## config.mk

```make
export PLATFORM = sky130hd
export DESIGN_NAME = pbs_ram
export DESIGN_NICKNAME = d
export VERILOG_FILES = /design/src/rtl/particle_bounce_sprite_step_unit_macros.svh /design/src/rtl/pbs_ram.sv
export SDC_FILE = /design/constraint.sdc
export NUM_CORES = 1
export LEC_CHECK = 0
export ABC_AREA = 1
export BUFFER_PORTS_ARGS = -buffer_cell sky130_fd_sc_hd__buf_2
export CORE_AREA = 2 2 132 134
export CTS_CLUSTER_SIZE = 24
export DETAILED_ROUTE_END_ITERATION = 10
export DIE_AREA = 0 0 134 136
export PLACE_DENSITY_LB_ADDON = 0.3
export SYNTH_ARGS = -nofsm -noshare
export SYNTH_HDL_FRONTEND = slang
export SYNTH_SLANG_ARGS = --single-unit
```

## constraint.sdc

```tcl
create_clock -name clk -period 1.3 [get_ports clk]
set_input_delay 0.065 -clock clk [delete_from_list [all_inputs] [get_ports clk]]
set_output_delay 0.065 -clock clk [all_outputs]
set_load 0.03 [all_outputs]
```

## src/rtl/particle_bounce_sprite_step_unit_macros.svh

```systemverilog
// ----------------------------------------------------------------------------
// Assertion macros for the particle sprite step unit
// Implication checks in the current and in the next cycle.
// ----------------------------------------------------------------------------
`ifndef PARTICLE_BOUNCE_SPRITE_STEP_UNIT_MACROS_SVH
`define PARTICLE_BOUNCE_SPRITE_STEP_UNIT_MACROS_SVH

// a holds -> c holds in the same cycle
`define PBS_ASSERT_NOW(lbl, ck, rs, a, c, msg) \
  lbl: assert property (@(posedge ck) disable iff (rs) (a) |-> (c)) else $error(msg);

// a holds -> c holds in the next cycle
`define PBS_ASSERT_NEXT(lbl, ck, rs, a, c, msg) \
  lbl: assert property (@(posedge ck) disable iff (rs) (a) |=> (c)) else $error(msg);

`endif

```

## src/rtl/pbs_ram.sv

```systemverilog
// ----------------------------------------------------------------------------
// pbs_ram
// Generic single write, single read RAM with registered read data.
// ----------------------------------------------------------------------------
module pbs_ram #(
  parameter int unsigned WIDTH = 8,
  parameter int unsigned DEPTH = 16
) (
  input  logic                                  clk,
  input  logic                                  we,
  input  logic [(DEPTH > 1 ? $clog2(DEPTH) : 1)-1:0] waddr,
  input  logic [WIDTH-1:0]                      wdata,
  input  logic [(DEPTH > 1 ? $clog2(DEPTH) : 1)-1:0] raddr,
  output logic [WIDTH-1:0]                      rdata
);
  logic [WIDTH-1:0] mem [DEPTH];

  always_ff @(posedge clk) begin
    if (we) mem[waddr] <= wdata;
    rdata <= mem[raddr];
  end
endmodule

```

Word-level counts from Yosys, hierarchy flattened
Memories as Yosys holds them, arrays and structs flattened. A register that Yosys moved wholly into a read port is not among the register bits.
Cells that the tools add are included.
{"block": "totals", "mem_bits_rw": 128, "mem_count": 1, "output_inout_bits": 8, "ff_bits": 0, "word_cells": 3, "inputBits": 18}
{"block": "op_classes", "muxes": 2}
{"name": "mem", "words": 16, "word_bits": 8, "rd": 1, "rd_ports_with_merged_regs": 1, "wr": 1, "line": "pbs_ram.sv:16", "rtl": "logic [WIDTH-1:0] mem [DEPTH];"}
{"op": "$mux 1", "n": 2}

Depth between registers and ports, before layout
{"block": "logic_depth", "word_depth": 2, "ltp_mapped": 8, "mapped_depth_nobuf": 7}

Worst setup path before layout
Ideal clock, no wire load.
{"block": "synth_timing", "kind": "in2reg", "start": "in waddr[2] in the netlist's numbering", "end": "mem mem[10][0] (enable)", "path_slack_ns": 0.284, "stages": 2, "arrival_ns": 0.646, "path_cell_list": "nand3b_1 nor2_1"}
{"item": "start: declaration", "line": "pbs_ram.sv:11", "rtl": "input logic [(DEPTH > 1 ? $clog2(DEPTH) : 1)-1:0] waddr,"}
{"item": "end: declaration", "line": "pbs_ram.sv:16"}
Straight into the memory's write port.

Worst setup path after layout
{"block": "layout_timing", "start": "reg rdata[4], read port of mem", "end": "out rdata[4]"}
{"item": "start: declaration", "line": "pbs_ram.sv:14", "rtl": "output logic [WIDTH-1:0] rdata"}
No word-level cell between the ends.

==> reports/metrics.yaml <==
syn_nets: 569
fin_cells: 838
vias: 3757
place.gp.congestion: 0.841
synth.cell_area_mm2: 0.00577
htreeDepth: 4
setup_viol: 0
yosysSeqAreaShare_pct: 69.4
die_h_um: 136
ioPinCount: 26
setup_slack_ps: 245
grt_setup_unrepaired: "false"
cp-end-kind: "primary output"
area_growth_pct: 18.2
ys_warn_count: 0
synth_cell_type_count: 12
setup-tns-final_ps: 0
crit_slowest_cell: "dfxtp_1"
chipWidth_um: 134
leakagePower_nw: 2.95
crit_family: "flip-flops"
post_cts_resized: 0
ant_nets: 0
cts_root_buf: "clkbuf_16"
portBuffers: 25
first_pass_iters: 4
final_layout_size_suffix_gt1_share_pct: 13.5
path_cells: "buf_2"
fillCellCount: 1613
slew_headroom_pct: 75.5
startpoint_type: "flop"
drtIter0Drc: 291
final_cell_mix: "nand2_1 (173), edfxtp_1 (128), inv_1 (100)"
numCtsBuffers: 17
synth_area_per_cell_um2: 10.5
clk_path_buf_depth: 2
diodes: 0
hold_class: "input pin to flop"
fp.dieArea_mm2: 0.0182
final.period_utilization_pct: 81.2
skew_ps: 6.88
pre_cts_ws_ps: 94.6
rrSetupSlack_ps: 330
critPathBufInv: 1
grt_antenna_before_repair: 0
max_clock_freq_mhz: 948
grt_pass1_vias: 3679
critPathMaxStageDelay_ps: 360
min_period_ps: 1060
crit_arrival_ps: 990
cts_hold_buf: 0
std_cell_rows: 48
path_clk_slew_ps: 60
drc: 0
critical_path_class: "flop to primary output"
grt_remaining_overflow: 0
cap_violations: 0
vias_per_cell: 4.48
power.density_mw_per_mm2: 1480
dp_hpwl_um: 8150
cts_tree: "done"
vdd_drop_max_uv: 856
worst_pin_slew_ps: 367
layout_commonest_cell: "nand2_1"
dp_cells: 806
coreArea_mm2: 0.0169
synth_seq_cells: 136
power_mw: 10.1
grt_use_total_pct: 15.1
start_util_pct: 34.2
drv_slew: 0
routedWlPerCell_um: 15.2
grt_max_degree: 34
cts.sinks: 136
crit_fanout: 1
nNetsFinal: 618
status: "complete, no violations"
clk_latency_ps: 420
syn-instance-count: 551
worst_ep_required_time_ps: 1240
hold_violations: 0
drt_wl_total_um: 12800
post_cts_buffers: 0
grt_pass1_wl_um: 20400
flip-flops by register name (all words and copies together) (netlist names):
| name | flops |
|---|---|
| mem | 128 |
| rdata | 8 |
per-layer routing:
| metal | global-route usage [%] | wire length, µm | up-vias | part of all wire (%) |
|---|---|---|---|---|
| met1 | 19.7 | 6040 | 1796 | 47 |
| met5 | 0 | 0 | - | 0 |
| li1 | - | - | 1866 | - |
| met4 | 7.09 | 280 | 0 | 2.2 |
| met3 | 3.47 | 454 | 22 | 3.6 |
| met2 | 23.9 | 5980 | 73 | 47 |
synth_stat cells:
cell      count  area share [%]
inv_2         2            0.13
nand3_1      97             8.4
nand3b_1      2            0.26
dfxtp_1       8             2.8
buf_4         4            0.52
buf_6         6             1.2
buf_2        13             1.1
edfxtp_1    128              67
nand2_1     173              11
buf_1         1           0.065
inv_1       100             6.5
nor2_1       17             1.1
cell families after synthesis:
logic type | share of synthesized area, %
flip-flops | 69.4
buffers and inverters | 9.52
AND/OR/NAND/NOR | 21.0
final cells by class:
type | instances | area (µm²) | area share (%)
tap | 225 | 282 | 4.13
sequential | 136 | 4000 | 58.7
clock buffer | 21 | 450 | 6.61
inverter | 102 | 383 | 5.62
clock inverter | 11 | 105 | 1.54
multi-input combinational | 289 | 1210 | 17.8
timing repair buffer | 54 | 380 | 5.58
path summary, 6_finish.rpt:
kind | start | end | depth (start not counted)
max | rdata[4] | rdata[4] | 1
min | wdata[7] | mem[7][7] | 1
max reg2reg | mem[6][6] | rdata[6] | 6
min reg2reg | mem[10][7] | rdata[7] | 6
through the flow:
stage	hold slack [ps]	utilization [%]	instance area (µm²)
final	52.9	40.4	6820
after global placement	474	37.1	6260
after detailed placement	478	37.1	6260
after floorplan	164	-	5770
after CTS	42.1	40.4	6820
after global routing	52.6	40.4	6820
power breakdown:
part	switching, mW	total (mW)	internal, mW
registers	0.0287	4.93	4.90
clock network	1.68	4.51	2.83
logic	0.459	0.655	0.197
No activity file was read; power rests on OpenSTA's default activity.
