## src/rtl/particle_bounce_sprite_step_unit_macros.svh

```systemverilog
// ----------------------------------------------------------------------------
// Assertion macros for the particle sprite step unit
// Implication checks in the current and in the next cycle.
// ----------------------------------------------------------------------------
`ifndef PARTICLE_BOUNCE_SPRITE_STEP_UNIT_MACROS_SVH
`define PARTICLE_BOUNCE_SPRITE_STEP_UNIT_MACROS_SVH

// a holds -> c holds in the same cycle
`define PBS_ASSERT_NOW(lbl, ck, rs, a, c, msg) \
  lbl: assert property (@(posedge ck) disable iff (rs) (a) |-> (c)) else $error(msg);

// a holds -> c holds in the next cycle
`define PBS_ASSERT_NEXT(lbl, ck, rs, a, c, msg) \
  lbl: assert property (@(posedge ck) disable iff (rs) (a) |=> (c)) else $error(msg);

`endif

```

## src/rtl/pbs_pkg.sv

```systemverilog
// ----------------------------------------------------------------------------
// pbs_pkg
// Shared constants and arithmetic helpers of the particle sprite step unit.
// ----------------------------------------------------------------------------
package pbs_pkg;

  localparam int unsigned PARTICLES_DEFAULT = 16384;

  localparam logic KIND_LOAD = 1'b0;
  localparam logic KIND_STEP = 1'b1;

  localparam logic [1:0] REG_FRAME_WIDTH  = 2'd0;
  localparam logic [1:0] REG_FRAME_HEIGHT = 2'd1;
  localparam logic [1:0] REG_INV_HALF_W   = 2'd2;
  localparam logic [1:0] REG_TIME_STEP    = 2'd3;

  localparam logic [12:0] FRAME_WIDTH_RST  = 13'd320;
  localparam logic [12:0] FRAME_HEIGHT_RST = 13'd320;
  localparam logic [30:0] INV_HALF_W_RST   = 31'd409;
  localparam logic [30:0] TIME_STEP_RST    = 31'd1092;

  localparam logic [16:0] CORNER_U_MAG = 17'd113512;

  localparam logic [1:0] CORNER_LEFT  = 2'd0;
  localparam logic [1:0] CORNER_TOP   = 2'd1;
  localparam logic [1:0] CORNER_RIGHT = 2'd2;

  localparam int unsigned ENTRY_W = 32 * 4 + 16 + 24;

  function automatic logic signed [18:0] tex_u_of(input logic [1:0] c);
    logic signed [18:0] r;
    r = 19'sd0;
    if (c == CORNER_LEFT)  r = 19'sd113512;
    if (c == CORNER_RIGHT) r = -19'sd113512;
    return r;
  endfunction

  function automatic logic signed [18:0] tex_v_of(input logic [1:0] c);
    logic signed [18:0] r;
    r = -19'sd65536;
    if (c == CORNER_TOP) r = 19'sd131072;
    return r;
  endfunction

  function automatic logic signed [31:0] sat32(input logic signed [65:0] v);
    logic signed [31:0] r;
    r = v[31:0];
    if (v > 66'sd2147483647) r = 32'sh7fffffff;
    if (v < -66'sd2147483648) r = 32'sh80000000;
    return r;
  endfunction

  function automatic logic signed [31:0] bounce(input logic signed [31:0] vel,
                                                input logic signed [31:0] np,
                                                input logic [15:0] rad,
                                                input logic [12:0] wall);
    logic signed [31:0] v;
    logic signed [33:0] np_w;
    logic signed [33:0] lim;
    v    = vel;
    np_w = 34'(np);
    lim  = $signed({5'b0, wall, 16'b0}) - $signed({18'b0, rad});
    if (np_w < $signed({18'b0, rad})) begin
      if (v < 0) v = (v == 32'sh80000000) ? 32'sh7fffffff : -v;
    end
    if (np_w >= lim) begin
      if (v > 0) v = -v;
    end
    return v;
  endfunction

endpackage

```

## src/rtl/pbs_ifs.sv

```systemverilog
// ----------------------------------------------------------------------------
// pbs channel interfaces
// Input item, vertex result and configuration write channels.
// ----------------------------------------------------------------------------
interface pbs_item_if;
  logic        valid;
  logic        ready;
  logic        kind;
  logic [13:0] particle_index;
  logic signed [31:0] load_pos_x;
  logic signed [31:0] load_pos_y;
  logic signed [31:0] load_vel_x;
  logic signed [31:0] load_vel_y;
  logic [15:0] load_radius;
  logic [7:0]  load_red;
  logic [7:0]  load_green;
  logic [7:0]  load_blue;
  modport source (output valid, kind, particle_index, load_pos_x, load_pos_y, load_vel_x,
                  load_vel_y, load_radius, load_red, load_green, load_blue, input ready);
  modport sink (input valid, kind, particle_index, load_pos_x, load_pos_y, load_vel_x,
                load_vel_y, load_radius, load_red, load_green, load_blue, output ready);
endinterface


```

## src/rtl/pbs_front.sv

```systemverilog
// ----------------------------------------------------------------------------
// pbs_front
// Accepts items, drops out of range indexes, queues the rest two deep.
// ----------------------------------------------------------------------------
module pbs_front #(
  parameter int unsigned PARTICLES = pbs_pkg::PARTICLES_DEFAULT,
  localparam int unsigned AW = (PARTICLES > 1) ? $clog2(PARTICLES) : 1,
  localparam int unsigned QW = 1 + 14 + AW + pbs_pkg::ENTRY_W
) (
  input  logic          clk,
  input  logic          rst,
  pbs_item_if.sink      req,
  output logic          q_valid,
  input  logic          q_ready,
  output logic [QW-1:0] q_data
);
  logic [QW-1:0] slot [2];
  logic          wp;
  logic          rp;
  logic [1:0]    cnt;
  logic [1:0]    cnt_next;
  logic          push;
  logic          pop;
  logic          in_range;
  logic [16:0]   idx_w;

  assign idx_w    = {3'b0, req.particle_index};
  assign in_range = idx_w < 17'(PARTICLES);
  assign req.ready = cnt != 2'd2;
  assign push     = req.valid && req.ready && in_range;
  assign pop      = q_valid && q_ready;
  assign q_valid  = cnt != 2'd0;
  assign q_data   = slot[rp];

  always_comb begin
    cnt_next = cnt;
    if (push && !pop) cnt_next = cnt + 2'd1;
    if (pop && !push) cnt_next = cnt - 2'd1;
  end

  always_ff @(posedge clk) begin
    if (rst) begin
      wp  <= 1'b0;
      rp  <= 1'b0;
      cnt <= 2'd0;
    end else begin
      cnt <= cnt_next;
      if (push) wp <= ~wp;
      if (pop)  rp <= ~rp;
    end
  end

  always_ff @(posedge clk) begin
    if (push) begin
      slot[wp] <= {req.kind, req.particle_index, idx_w[AW-1:0],
                   req.load_pos_x, req.load_pos_y, req.load_vel_x, req.load_vel_y,
                   req.load_radius, req.load_red, req.load_green, req.load_blue};
    end
  end
endmodule

```

## src/flat_wrapper.sv

```systemverilog
// flat-port wrapper written by rule: the top's interface ports become plain ports
module pbs_front_flat 
#(
  parameter int unsigned PARTICLES = pbs_pkg::PARTICLES_DEFAULT,
  localparam int unsigned AW = (PARTICLES > 1) ? $clog2(PARTICLES) : 1,
  localparam int unsigned QW = 1 + 14 + AW + pbs_pkg::ENTRY_W
)
  (clk, rst, q_valid, q_ready, q_data, req_valid, req_kind, req_particle_index, req_load_pos_x, req_load_pos_y, req_load_vel_x, req_load_vel_y, req_load_radius, req_load_red, req_load_green, req_load_blue, req_ready);
  pbs_item_if req_i ();
  input  logic clk;
  input  logic rst;
  output logic q_valid;
  input  logic q_ready;
  output logic [QW-1:0] q_data;
  input wire logic [$bits(req_i.valid)-1:0] req_valid;
  input wire logic [$bits(req_i.kind)-1:0] req_kind;
  input wire logic [$bits(req_i.particle_index)-1:0] req_particle_index;
  input wire logic [$bits(req_i.load_pos_x)-1:0] req_load_pos_x;
  input wire logic [$bits(req_i.load_pos_y)-1:0] req_load_pos_y;
  input wire logic [$bits(req_i.load_vel_x)-1:0] req_load_vel_x;
  input wire logic [$bits(req_i.load_vel_y)-1:0] req_load_vel_y;
  input wire logic [$bits(req_i.load_radius)-1:0] req_load_radius;
  input wire logic [$bits(req_i.load_red)-1:0] req_load_red;
  input wire logic [$bits(req_i.load_green)-1:0] req_load_green;
  input wire logic [$bits(req_i.load_blue)-1:0] req_load_blue;
  output wire logic [$bits(req_i.ready)-1:0] req_ready;
  assign req_i.valid = req_valid;
  assign req_i.kind = req_kind;
  assign req_i.particle_index = req_particle_index;
  assign req_i.load_pos_x = req_load_pos_x;
  assign req_i.load_pos_y = req_load_pos_y;
  assign req_i.load_vel_x = req_load_vel_x;
  assign req_i.load_vel_y = req_load_vel_y;
  assign req_i.load_radius = req_load_radius;
  assign req_i.load_red = req_load_red;
  assign req_i.load_green = req_load_green;
  assign req_i.load_blue = req_load_blue;
  assign req_ready = req_i.ready;
  pbs_front #(.PARTICLES(PARTICLES)) u_core (.clk(clk), .rst(rst), .req(req_i), .q_valid(q_valid), .q_ready(q_ready), .q_data(q_data));
endmodule
```

## config.mk

```make
export PLATFORM = sky130hd
export DESIGN_NAME = pbs_front_flat
export DESIGN_NICKNAME = d
export VERILOG_FILES = /design/src/rtl/particle_bounce_sprite_step_unit_macros.svh /design/src/rtl/pbs_pkg.sv /design/src/rtl/pbs_ifs.sv /design/src/rtl/pbs_front.sv /design/src/flat_wrapper.sv
export SDC_FILE = /design/constraint.sdc
export NUM_CORES = 1
export LEC_CHECK = 0
export BUFFER_PORTS_ARGS = -buffer_cell sky130_fd_sc_hd__buf_2
export CAP_MARGIN = 20
export CELL_PAD_IN_SITES_DETAIL_PLACEMENT = 0
export CELL_PAD_IN_SITES_GLOBAL_PLACEMENT = 1
export CORE_MARGIN = 2
export CORE_UTILIZATION = 44
export DETAILED_ROUTE_END_ITERATION = 6
export PLACE_DENSITY = 0.82
export SKIP_LAST_GASP = 1
export SYNTH_ARGS = -nofsm -noshare
export SYNTH_HDL_FRONTEND = slang
export SYNTH_SLANG_ARGS = --single-unit
```

## constraint.sdc

```tcl
create_clock -name clk -period 6.8 [get_ports clk]
set_input_delay 1.36 -clock clk [delete_from_list [all_inputs] [get_ports clk]]
set_output_delay 1.36 -clock clk [all_outputs]
set_load 0.005 [all_outputs]
```

* Word level (Yosys, flattened, before mapping) *
Memories as Yosys holds them, arrays and structs flattened. A register that Yosys moved wholly into a read port is not among the register bits.
Cells that the tools add are included.

word-level totals
  register bits = 4
  word-level logic and storage cells = 25
  memories kept = 1
  memory bits (writable) = 394
  output and inout port bits = 199
  input port bits = 187

memories
  memory       depth  width  rd ports  clocked after Yosys merged registers in  write ports  line             RTL
  u_core.slot  2      197    1         1                                        1            pbs_front.sv:17  logic [QW-1:0] slot [2];

cells by class
  bitwise logic cells = 2
  reduce and logical (&&, ||, !) cells = 9
  order comparisons = 1
  add/sub/neg operators = 2
  multiplexer cells = 6
  eq/ne operators = 1

operators by type and width
  operator                                                                         number
  14-bit by 15-bit less-than comparator with 1-bit output (second input constant)  1
  1-bit logical AND                                                                5
  1-bit two-way mux                                                                4
  2-bit two-way mux                                                                2
  2-bit nonzero test                                                               2
  2-bit by 1-bit adder with 2-bit output (second input constant)                   1
  1-bit logical NOT                                                                2
  2-bit != test (second input constant)                                            1
  1-bit NOT                                                                        2
  2-bit by 1-bit subtractor with 2-bit output (second input constant)              1

* Logic depth before layout (Yosys ltp) *
Gate-level depths: netlist of run 1.

  depth in word-level cells = 6
  depth in mapped cells = 6

* Worst setup path before layout of run 1 *
OpenSTA, ideal clock, no wires.

  path kind = input-to-reg
  start point = input port req_valid
  end point = memory u_core.slot[1][0] in the netlist's numbering, enable pin
  required time = 6.233 ns
  setup slack = 0.637 ns
  data arrival time = 5.596 ns
  path buffers = 0
  cell stages on the path = 1
  path through = and3_1

between the ends
  cells in the longest elaborated chain, start to end = 4

ends and longest elaborated chain
  what                                     line                RTL
  start: declaration                       flat_wrapper.sv:15  input wire logic [$bits(req_i.valid)-1:0] req_valid;
  1-bit logical AND (2 in series)          pbs_front.sv:30     assign push = req.valid && req.ready && in_range;
  1-bit two-way mux                        pbs_front.sv:54     if (push) begin
  1-bit two-way mux (implied by the code)  pbs_front.sv:55     slot[wp] <= {req.kind, req.particle_index, idx_w[AW-1:0],
  end: declaration                         pbs_front.sv:17

Every way passes these cells.

==> results of run 1 <==
[layout make-up]
class	count	share of cell area, %
Antenna cell	5	0.0740
Clock buffer	47	5.95
Clock inverter	17	0.681
Inverter	1	0.0518
Multi-Input combinational cell	201	12.9
Sequential cell	371	65.6
Tap cell	396	2.93
Timing Repair Buffer	391	11.8
[worst paths after layout]
path                                     from                   to  cells after the start
worst max register to register  u_core.cnt[0]  u_core.slot[1][152]                      4
worst min register to register      u_core.rp             register                      2
worst min-delay path                u_core.rp             register                      2
worst max-delay path                 register          q_data[194]                      3
[per-layer routing]
metal	share of wire (%)	up-vias	routed length, um	global-route usage (%)
met1	38	3366	9990	17.6
met5	0.092	-	24	0
met3	8.1	42	2110	4.71
li1	-	3207	-	-
met2	51	248	13300	25.9
met4	2.2	4	571	5.48
[synthesized netlist by cell type]
library cell | number | area share (%)
o21ai_0 | 1 | 0.037
nand3b_1 | 1 | 0.056
nand2b_1 | 1 | 0.046
nor2_1 | 3 | 0.083
a21bo_2 | 1 | 0.074
xnor2_1 | 2 | 0.13
or2_2 | 1 | 0.046
dfxtp_1 | 5 | 0.74
inv_1 | 1 | 0.028
xor2_1 | 1 | 0.065
or3_1 | 1 | 0.046
buf_4 | 31 | 1.7
a21oi_1 | 2 | 0.074
o21a_1 | 1 | 0.056
mux2_2 | 183 | 15
ha_1 | 1 | 0.093
edfxtp_1 | 366 | 81
and3_1 | 1 | 0.046
nand2_1 | 1 | 0.028
buf_2 | 3 | 0.11
[sequential cells by signal (all words and copies together) (netlist names), named ones only]
register and count:
u_core.cnt 2, u_core.wp 1, u_core.rp 1, u_core.slot 366
[per-stage QoR]
step                cells  hold WS, ps
floorplan             607          474
global placement     1360          495
detailed placement   1360          512
CTS                  1424          527
global route         1428          562
finish               1429          517
[cells by family (layout without fill, tap and decap cells)]
| kind of cell | count (synthesis) | in the layout | share of synthesized area (%) |
|---|---|---|---|
| DFF | 371 | 371 | 82.0 |
| other | 0 | 5 | 0 |
| muxes | 183 | 183 | 15.2 |
| AOI/OAI and AO/OA | 5 | 5 | 0.241 |
| adders and majority gates | 1 | 1 | 0.0925 |
| and+or+nand+nor | 9 | 9 | 0.352 |
| xor gates and xnor gates | 3 | 3 | 0.194 |
| buffers and inverters | 35 | 456 | 1.86 |
[power by group through the flow]
stage               Sequential [mW]  Clock [mW]  Combinational, mW
floorplan                      3.04           0              0.912
global placement               3.02           0               1.45
detailed placement             3.04           0               1.45
CTS                            2.99        1.94               1.46
global route                   3.02        2.02               1.56
finish                         2.99        1.88               1.43
[worst max-delay path, stage by stage, from the launching register on]
cell	delay (ps)
dfxtp_4	700
buf_4	710
mux2_2	420
buf_2	130
==> run_results.csv, run 1 <==
group,metric,value,unit
global_routing,grt_pass1_wl,36800,um
worst_setup_path,startpoint_type,"register",
timing,maxSlewViolCount,0,
routing,vias,6867,
layout,layout-drive-gt1-share,61.1,%
global_routing,grt_pass1_vias,6886,
pwr,power.density,373,nW/um^2
placed_design,dp_hpwl,16800,um
pwr,leakage,6.28,nW
global_routing,antenna_found_initial,7,
worst_setup_path,cp_max_fo,60,
timing,final.setup.tns,0,ps
cts,h-tree-depth,2,
cts,clock_latency,510,ps
layout,fill_cells,2414,
timing,setup_viol,0,
die,die_h,179,um
logic_synthesis,yosysWarnings,0,
routing,avgRoutedWirePerCell,18.2,um
worst_setup_path,cp-end-kind,"output pin",
run,cap_violations,0,
timing,fmax,254,MHz
cts,cts_tree,"done",
cts,cts_resized,0,
pwr,switchingPower,1.60,mW
worst_setup_path,critical_path_class,"register to output pin",
routing,via_per_inst,4.81,
timing,rsz0062_at_grt,"no",
timing,fin_crit_sh,58.0,%
routing,drc,0,
die,core_area,30400,um^2
logic_synthesis,synth.yosys.seq_area_share,82.0,%
placed_design,pre_cts_slack,3230,ps
global_routing,grt_max_degree,100,
timing,fin_skew,17.2,ps
timing,setup_ws,2860,ps
layout,design_area,16900,um^2
global_routing,gr-usage-all-layers,15.0,%
layout,multiInputGateArea,2180,um^2
routing,dr.pass1.iters,4,
pwr,power_frac_clock,29.9,%
placed_design,numPortBuffers,385,
pwr,switching_share,25.3,%
pwr,p_total,6.30,mW
routing,wl,26000,um
cts,cts_max_path_buffers,3,
die,io_pins,386,
layout,final_common_cell,"buf_2",
routing,postRouteAntennaNets,0,
logic_synthesis,netlist_area,13500,um^2
logic_synthesis,avgSynthCellArea,22.3,um^2
worst_setup_path,r2r_setup_slack,4040,ps
die,num_rows,64,
die,initial_core_util,44.4,%
worst_setup_path,crit_required,5440,ps
die,die_x,179,um
cts,root_buffer,"clkbuf_16",
cts,cts_hold_buf,0,
cts,cts_inserted_buffers,38,
timing,layout_min_cycle_time,3940,ps
placed_design,gp_congestion,0.716,
layout,layout.nets,1192,
placed_design,placed_cell_area,15800,um^2
worst_setup_path,arrival,2580,ps
run_status,outcome,"completed",
pwr,comb_power_share,22.7,%
die,die_area,32200,um^2
logic_synthesis,syn-instance-count,607,
routing,initialDrtViolationCount,402,
global_routing,grt-ovfl-total,0,
worst_hold_path,hp-class,"register to register",
cts,clock_sinks,371,
layout,layout_common_cells,"385 x buf_2, 366 x edfxtp_1, 183 x mux2_2",
cts,postCtsSetupBuffers,0,
timing,hold_viol_final,0,
pwr,intPower,4.71,mW
timing,worst_pin_slew,971,ps
layout,regArea,11100,um^2
cts,clkTransAtPathRegs,60,ps
logic_synthesis,synth_nets,795,
pwr,peakVddDrop,0.000326,V
pwr,seqPwrFrac,47.4,%
layout,syn_to_final_growth,25.1,%
timing,slew_headroom,35.2,%
layout,finish.utilization,55.6,%
logic_synthesis,ys_ff_latch,371,
logic_synthesis,synth.distinct_cells,20,
(Power assumes the default switching activity.)
==> inputs of run 2 (changes only) <==
--- a/config.mk
+++ b/config.mk
@@ -10,9 +10,9 @@
 export CELL_PAD_IN_SITES_DETAIL_PLACEMENT = 0
 export CELL_PAD_IN_SITES_GLOBAL_PLACEMENT = 1
 export CORE_MARGIN = 2
-export CORE_UTILIZATION = 44
+export CORE_UTILIZATION = 39
 export DETAILED_ROUTE_END_ITERATION = 6
-export PLACE_DENSITY = 0.82
+export PLACE_DENSITY = 0.77
 export SKIP_LAST_GASP = 1
 export SYNTH_ARGS = -nofsm -noshare
 export SYNTH_HDL_FRONTEND = slang
==> constraint.sdc (replaced) <==
create_clock -name clk -period 3.4 [get_ports clk]
set_input_delay 0.68 -clock clk [delete_from_list [all_inputs] [get_ports clk]]
set_output_delay 0.68 -clock clk [all_outputs]
set_load 0.005 [all_outputs]
==> run 2 against run 1 <==
Cell area increased by 1.6%; clock skew down 10 ps; register-to-register slack worse by 2700 ps; worst hold slack worse by 160 ps; final cell count up 4.7%; global-route usage shrank 0.67 points; wire length rose by 4.6%; via count rose by 0.84%; first-iteration DRC count decreased by 36%; critical path type unchanged; critical endpoint is now q_data[180]; largest power group unchanged; highest routed layer unchanged.
==> run_results.csv, run 2 (synthesis gave the netlist of run 1 again) <==
group,metric,value,unit
run_status,outcome,"completed",
cts,root_buffer,"clkbuf_16",
routing,avgRoutedWirePerCell,18.2,um
cts,h-tree-depth,2,
global_routing,grt_pass1_vias,7115,
layout,layout_common_cells,"385 x buf_2, 366 x edfxtp_1, 183 x mux2_2",
cts,cts_max_path_buffers,3,
worst_setup_path,critical_path_class,"register to output pin",
worst_setup_path,crit_required,2720,ps
pwr,peakVddDrop,0.000526,V
placed_design,numPortBuffers,385,
global_routing,antenna_found_initial,10,
cts,postCtsSetupBuffers,0,
layout,fill_cells,2916,
timing,fin_crit_sh,82.6,%
die,num_rows,68,
routing,initialDrtViolationCount,257,
cts,cts_hold_buf,0,
die,die_area,36200,um^2
layout,syn_to_final_growth,27.1,%
cts,clock_sinks,371,
worst_setup_path,cp_top_family,"flip-flops",
timing,hold_viol_final,0,
cts,cts_resized,0,
timing,slew_headroom,61.6,%
worst_setup_path,r2r_setup_slack,1380,ps
worst_setup_path,arrival,2130,ps
global_routing,use_met2,25.6,%
layout,regArea,11100,um^2
routing,dr.pass1.iters,4,
worst_setup_path,critical_path_buf_inv_count,2,
routing,vias,6925,
worst_setup_path,ff2ff_path_depth,3,
timing,setup_viol,0,
global_routing,grt.busiest_layer,"met2",
routing,postRouteAntennaNets,0,
timing,fin_skew,6.79,ps
layout,layoutNonFillerInstCount,1496,
timing,rsz0062_at_grt,"no",
worst_setup_path,crit_slowest_cell,"dfxtp_4",
die,io_pins,386,
worst_setup_path,timing.rr.end,"u_core.slot[1][137]",
worst_setup_path,worstReg2RegStart,"u_core.cnt[0]",
worst_setup_path,cp_cell_sequence,"buf_12, mux2_2, buf_2",
layout,final_common_cell,"buf_2",
timing,worst_pin_slew,576,ps
global_routing,grt_max_degree,93,
die,initial_core_util,39.3,%
worst_hold_path,hp-class,"input port to register",
timing,fmax,356,MHz
worst_hold_path,holdCritStartpoint,"req_load_vel_x[5]",
layout,top_register,"u_core.slot",
layout,reg_top3,"u_core.slot: 366 flops, u_core.cnt: 2 flops",
global_routing,grt_pass1_wl,39500,um
worst_setup_path,startpoint_type,"register",
placed_design,gp_congestion,0.746,
global_routing,gr-usage-all-layers,14.3,%
global_routing,grt-ovfl-total,0,
global_routing,use_met3,5.66,%
timing,final.setup.tns,0,ps
routing,wl,27200,um
run,cap_violations,0,
worst_hold_path,holdPathStages,1,
layout,layout.nets,1196,
worst_setup_path,cp_max_fo,58,
global_routing,use_met1,15.4,%
worst_hold_path,holdPathEnd,"u_core.slot[1][77]",
cts,cts_tree,"done",
die,die_x,190,um
layout,multiInputGateArea,2180,um^2
placed_design,dp_hpwl,18200,um
worst_setup_path,cp-end-kind,"output pin",
pwr,power.density,758,nW/um^2
layout,layout-drive-gt1-share,61.5,%
routing,drc,0,
placed_design,placed_cell_area,15900,um^2
pwr,leakage,6.38,nW
worst_setup_path,cpPeakStageDelay,620,ps
cts,cts_inserted_buffers,39,
layout,largest_reg_flops,366,
cts,clock_latency,510,ps
layout,design_area,17200,um^2
placed_design,dp_cells,1422,
timing,layout_min_cycle_time,2810,ps
die,core_area,34400,um^2
routing,via_per_inst,4.63,
die,die_h,190,um
cts,clkTransAtPathRegs,60,ps
timing,maxSlewViolCount,0,
-- run 2: through the flow --
stage / setup slack, ps / utilization [%] / total power [mW] / hold slack (ps)
after floorplan: -533 / - / 7.84 / 474
after global placement: 1120 / 46.3 / 9.02 / 496
after detailed placement: 1120 / 46.3 / 9.06 / 504
after CTS: 565 / 50.0 / 13.2 / 327
after global routing: 507 / 50.0 / 13.6 / 330
final: 593 / 50.0 / 13.0 / 355
-- run 2: worst max path at each step --
| stage | slack, ps | endpoint | cells after the start |
|---|---|---|---|
| 2_1_floorplan | -530 | u_core.slot[0][0] | 2 |
| 3_3_place_gp | 1120 | q_data[180] | 3 |
| 3_5_place_dp | 1120 | q_data[180] | 3 |
| 4_1_cts | 560 | q_data[180] | 3 |
| 5_1_grt | 510 | q_data[180] | 3 |
| 6_report | 590 | q_data[180] | 3 |
-- run 2: final cells by class --
class / instances / area share (%)
Antenna cell: 3 / 0.0437
Clock inverter: 20 / 1.14
Sequential cell: 371 / 64.5
Timing Repair Buffer: 394 / 12.0
Multi-Input combinational cell: 201 / 12.7
Inverter: 1 / 0.0437
Tap cell: 455 / 3.31
Clock buffer: 51 / 6.19
-- run 2: where the power goes --
group          switching, mW  internal, mW  leakage [nW]
logic                   1.44          1.51          2.29
registers              0.184          5.77          3.47
clock network           1.62          2.51         0.621
-- run 2: routing by layer --
layer | vias to the layer above | share of wire, % | wire [um]
li1 | 3208 | - | -
met1 | 3369 | 36 | 9950
met2 | 282 | 51 | 13900
met3 | 52 | 10 | 2720
met4 | 14 | 2.2 | 588
met5 | - | 0.33 | 91
-- run 2: worst reg2reg max path: cells and delay by family (launching register included) --
family                 cells  cell delay (ps)
AND/OR/NAND/NOR            2              770
buffers and inverters      1              480
flip-flops                 1              410
==> inputs of run 3 (changes only) <==
--- a/config.mk
+++ b/config.mk
@@ -5,6 +5,7 @@
 export SDC_FILE = /design/constraint.sdc
 export NUM_CORES = 1
 export LEC_CHECK = 0
+export ABC_AREA = 1
 export BUFFER_PORTS_ARGS = -buffer_cell sky130_fd_sc_hd__buf_2
 export CAP_MARGIN = 20
 export CELL_PAD_IN_SITES_DETAIL_PLACEMENT = 0
==> constraint.sdc (replaced) <==
create_clock -name clk -period 2.29 [get_ports clk]
set_input_delay 0.458 -clock clk [delete_from_list [all_inputs] [get_ports clk]]
set_output_delay 0.458 -clock clk [all_outputs]
set_load 0.005 [all_outputs]
==> run 3 against run 2 <==
Sequential share of layout area down 0.54 points; sequential power increased by 43%; via count grew 2.1%; critical path type unchanged; clock-buffer cell count fell by 1.
==> run_results.csv, run 3 <==
group,metric,value,unit
worst_setup_path,critPathCapture,"q_data[169]",
pwr,leakage,6.49,nW
routing,postRouteAntennaNets,0,
cts,clock_sinks,371,
worst_setup_path,cp_max_fo,13,
global_routing,antenna_found_initial,5,
timing,setup_viol,0,
global_routing,gr-usage-all-layers,14.5,%
die,core_area,34500,um^2
worst_hold_path,hp-class,"input port to register",
layout,layout-drive-gt1-share,61.2,%
layout,reg_top3,"u_core.slot: 366 flops, u_core.cnt: 2 flops",
cts,h-tree-depth,2,
cts,root_buffer,"clkbuf_16",
worst_setup_path,r2r_setup_slack,620,ps
cts,cts_hold_buf,0,
placed_design,dp_hpwl,18800,um
worst_setup_path,startpoint_type,"register",
die,die_area,36400,um^2
logic_synthesis,synth_edf_count,366,
layout,largest_reg_flops,366,
logic_synthesis,synth.yosys.seq_area_share,81.4,%
worst_setup_path,cp-end-kind,"output pin",
logic_synthesis,synth_most_common_cell,"edfxtp_1",
cts,cts_max_path_buffers,3,
routing,drc,0,
run,cap_violations,0,
logic_synthesis,avgSynthCellArea,21.9,um^2
cts,cts_tree,"done",
worst_setup_path,crit_required,1830,ps
placed_design,numPortBuffers,385,
run_status,outcome,"completed",
timing,fin_skew,20.2,ps
timing,layout_min_cycle_time,2230,ps
timing,fmax,448,MHz
global_routing,grt_pass1_vias,7372,
routing,initialDrtViolationCount,266,
timing,final.setup.tns,0,ps
cts,cts_inserted_buffers,38,
placed_design,gp_congestion,0.745,
layout,layout_common_cells,"385 x buf_2, 366 x edfxtp_1, 183 x mux2_2",
layout,layout.nets,1226,
worst_setup_path,critical_path_class,"register to output pin",
pwr,power.density,1000,nW/um^2
worst_setup_path,worstReg2RegStart,"u_core.cnt[0]",
logic_synthesis,asyncSetResetFlopFracSynth,0,%
logic_synthesis,synth.distinct_cells,13,
die,die_x,191,um
layout,syn_to_final_growth,27.3,%
timing,rsz0062_at_grt,"yes",
logic_synthesis,synthFlopType,"edfxtp_1",
layout,design_area,17300,um^2
die,num_rows,68,
routing,via_per_inst,4.63,
worst_setup_path,timing.rr.end,"u_core.slot[0][151]",
logic_synthesis,ys_ff_latch,371,
timing,maxSlewViolCount,0,
die,io_pins,386,
layout,top_register,"u_core.slot",
layout,fill_cells,2903,
timing,fin_crit_sh,97.4,%
routing,vias,7067,
worst_setup_path,arrival,1770,ps
logic_synthesis,synth_top_area_share,80.7,%
cts,clock_latency,530,ps
timing,worst_pin_slew,600,ps
timing,slew_headroom,60.0,%
logic_synthesis,yosysWarnings,0,
logic_synthesis,yosys-top-cells-count,"366 x edfxtp_1, 183 x mux2_2, 19 x buf_6",
global_routing,grt-ovfl-total,0,
logic_synthesis,synth_area_leaders,"edfxtp_1 81%, mux2_2 15%, buf_6 1.6%",
layout,final_common_cell,"buf_2",
worst_setup_path,ff2ff_path_depth,5,
die,initial_core_util,39.5,%
routing,avgRoutedWirePerCell,18.0,um
routing,wl,27500,um
global_routing,grt_max_degree,89,
cts,clkTransAtPathRegs,60,ps
logic_synthesis,netlist_area,13600,um^2
placed_design,placed_cell_area,16100,um^2
global_routing,grt_pass1_wl,40200,um
pwr,peakVddDrop,0.000685,V
logic_synthesis,synth_top_cell_by_area,"edfxtp_1",
layout,finish.utilization,50.3,%
timing,hold_viol_final,0,
die,die_h,191,um
routing,dr.pass1.iters,4,
logic_synthesis,synth_nets,809,
logic_synthesis,syn-instance-count,621,
[run 3: cell count changes in the layout (fill, tap and decap cells not counted), sizes merged, moves of 2 or more]
cell	delta
buf	+17
inv	+8
nand2	+7
nor2	+7
bufinv	-3
clkinv	+3
o21ai	+2
xnor2	-2
[run 3: metrics by stage]
step / cells / total power, mW / setup slack [ps] / hold WS, ps
after floorplan: 621 / 10.4 / -1370 / 465
after global placement: 1450 / 11.7 / 496 / 481
after detailed placement: 1450 / 11.7 / 477 / 487
after CTS: 1523 / 17.6 / 11.7 / 80.9
after global routing: 1527 / 18.1 / -10.7 / 88.6
final: 1527 / 17.3 / 60.1 / 115
[run 3: cell type report]
type                            instances  area, um^2  share of cell area, %
Sequential cell                       371       11100                   64.0
Timing Repair Buffer                  411        2250                   13.0
Multi-Input combinational cell        208        2200                   12.7
Clock buffer                           50        1060                   6.11
Tap cell                              455         569                   3.28
Clock inverter                         20         121                  0.700
Inverter                                8        30.0                  0.173
Antenna cell                            4        10.0                 0.0577
[run 3: kinds of logic after synthesis]
group	count (synthesis)	synth area share [%]
multiplexers	183	15.1
buffers and inverters	42	2.60
adder cells (fa/ha/maj)	1	0.0919
AO/OA/AOI/OAI	5	0.184
flip-flops	371	81.4
AND/OR/NAND/NOR	19	0.542
[run 3: report_power, final]
part	internal [mW]	total [mW]	leakage (nW)	switching, mW
sequential	8.31	8.48	3.46	0.166
combinational	1.56	3.07	2.45	1.51
clock	3.37	5.78	0.582	2.41
[run 3: what timing repair did]
| item | CTS | global route |
|---|---|---|
| pin swaps | 0 | 0 |
| setup buffers | 3 | 2 |
| resized for setup | 1 | 0 |
| endpoints found under the setup margin | 162 | 30 |
[run 3: worst min-delay path by stage]
stage                      start                   to  cells after the start
4_1_cts        req_load_pos_x[2]  u_core.slot[0][138]                      1
3_5_place_dp           u_core.rp            u_core.rp                      2
3_3_place_gp           u_core.rp            u_core.rp                      2
2_1_floorplan          u_core.rp             register                      2
5_1_grt        req_load_pos_y[1]  u_core.slot[0][105]                      1
6_report       req_load_pos_x[2]  u_core.slot[0][138]                      1
[run 3: routing by layer]
metal  share of wire (%)  GRT usage [%]
met4                 2.5           5.34
met2                  50           25.0
met1                  38           16.5
met5               0.047              0
met3                 8.6           5.06
[run 3: worst max-delay path, cell delays in order, from the launching register on]
cell and delay (ps):
dfxtp_4 410, buf_12 180, buf_12 150, mux2_2 360, buf_2 130
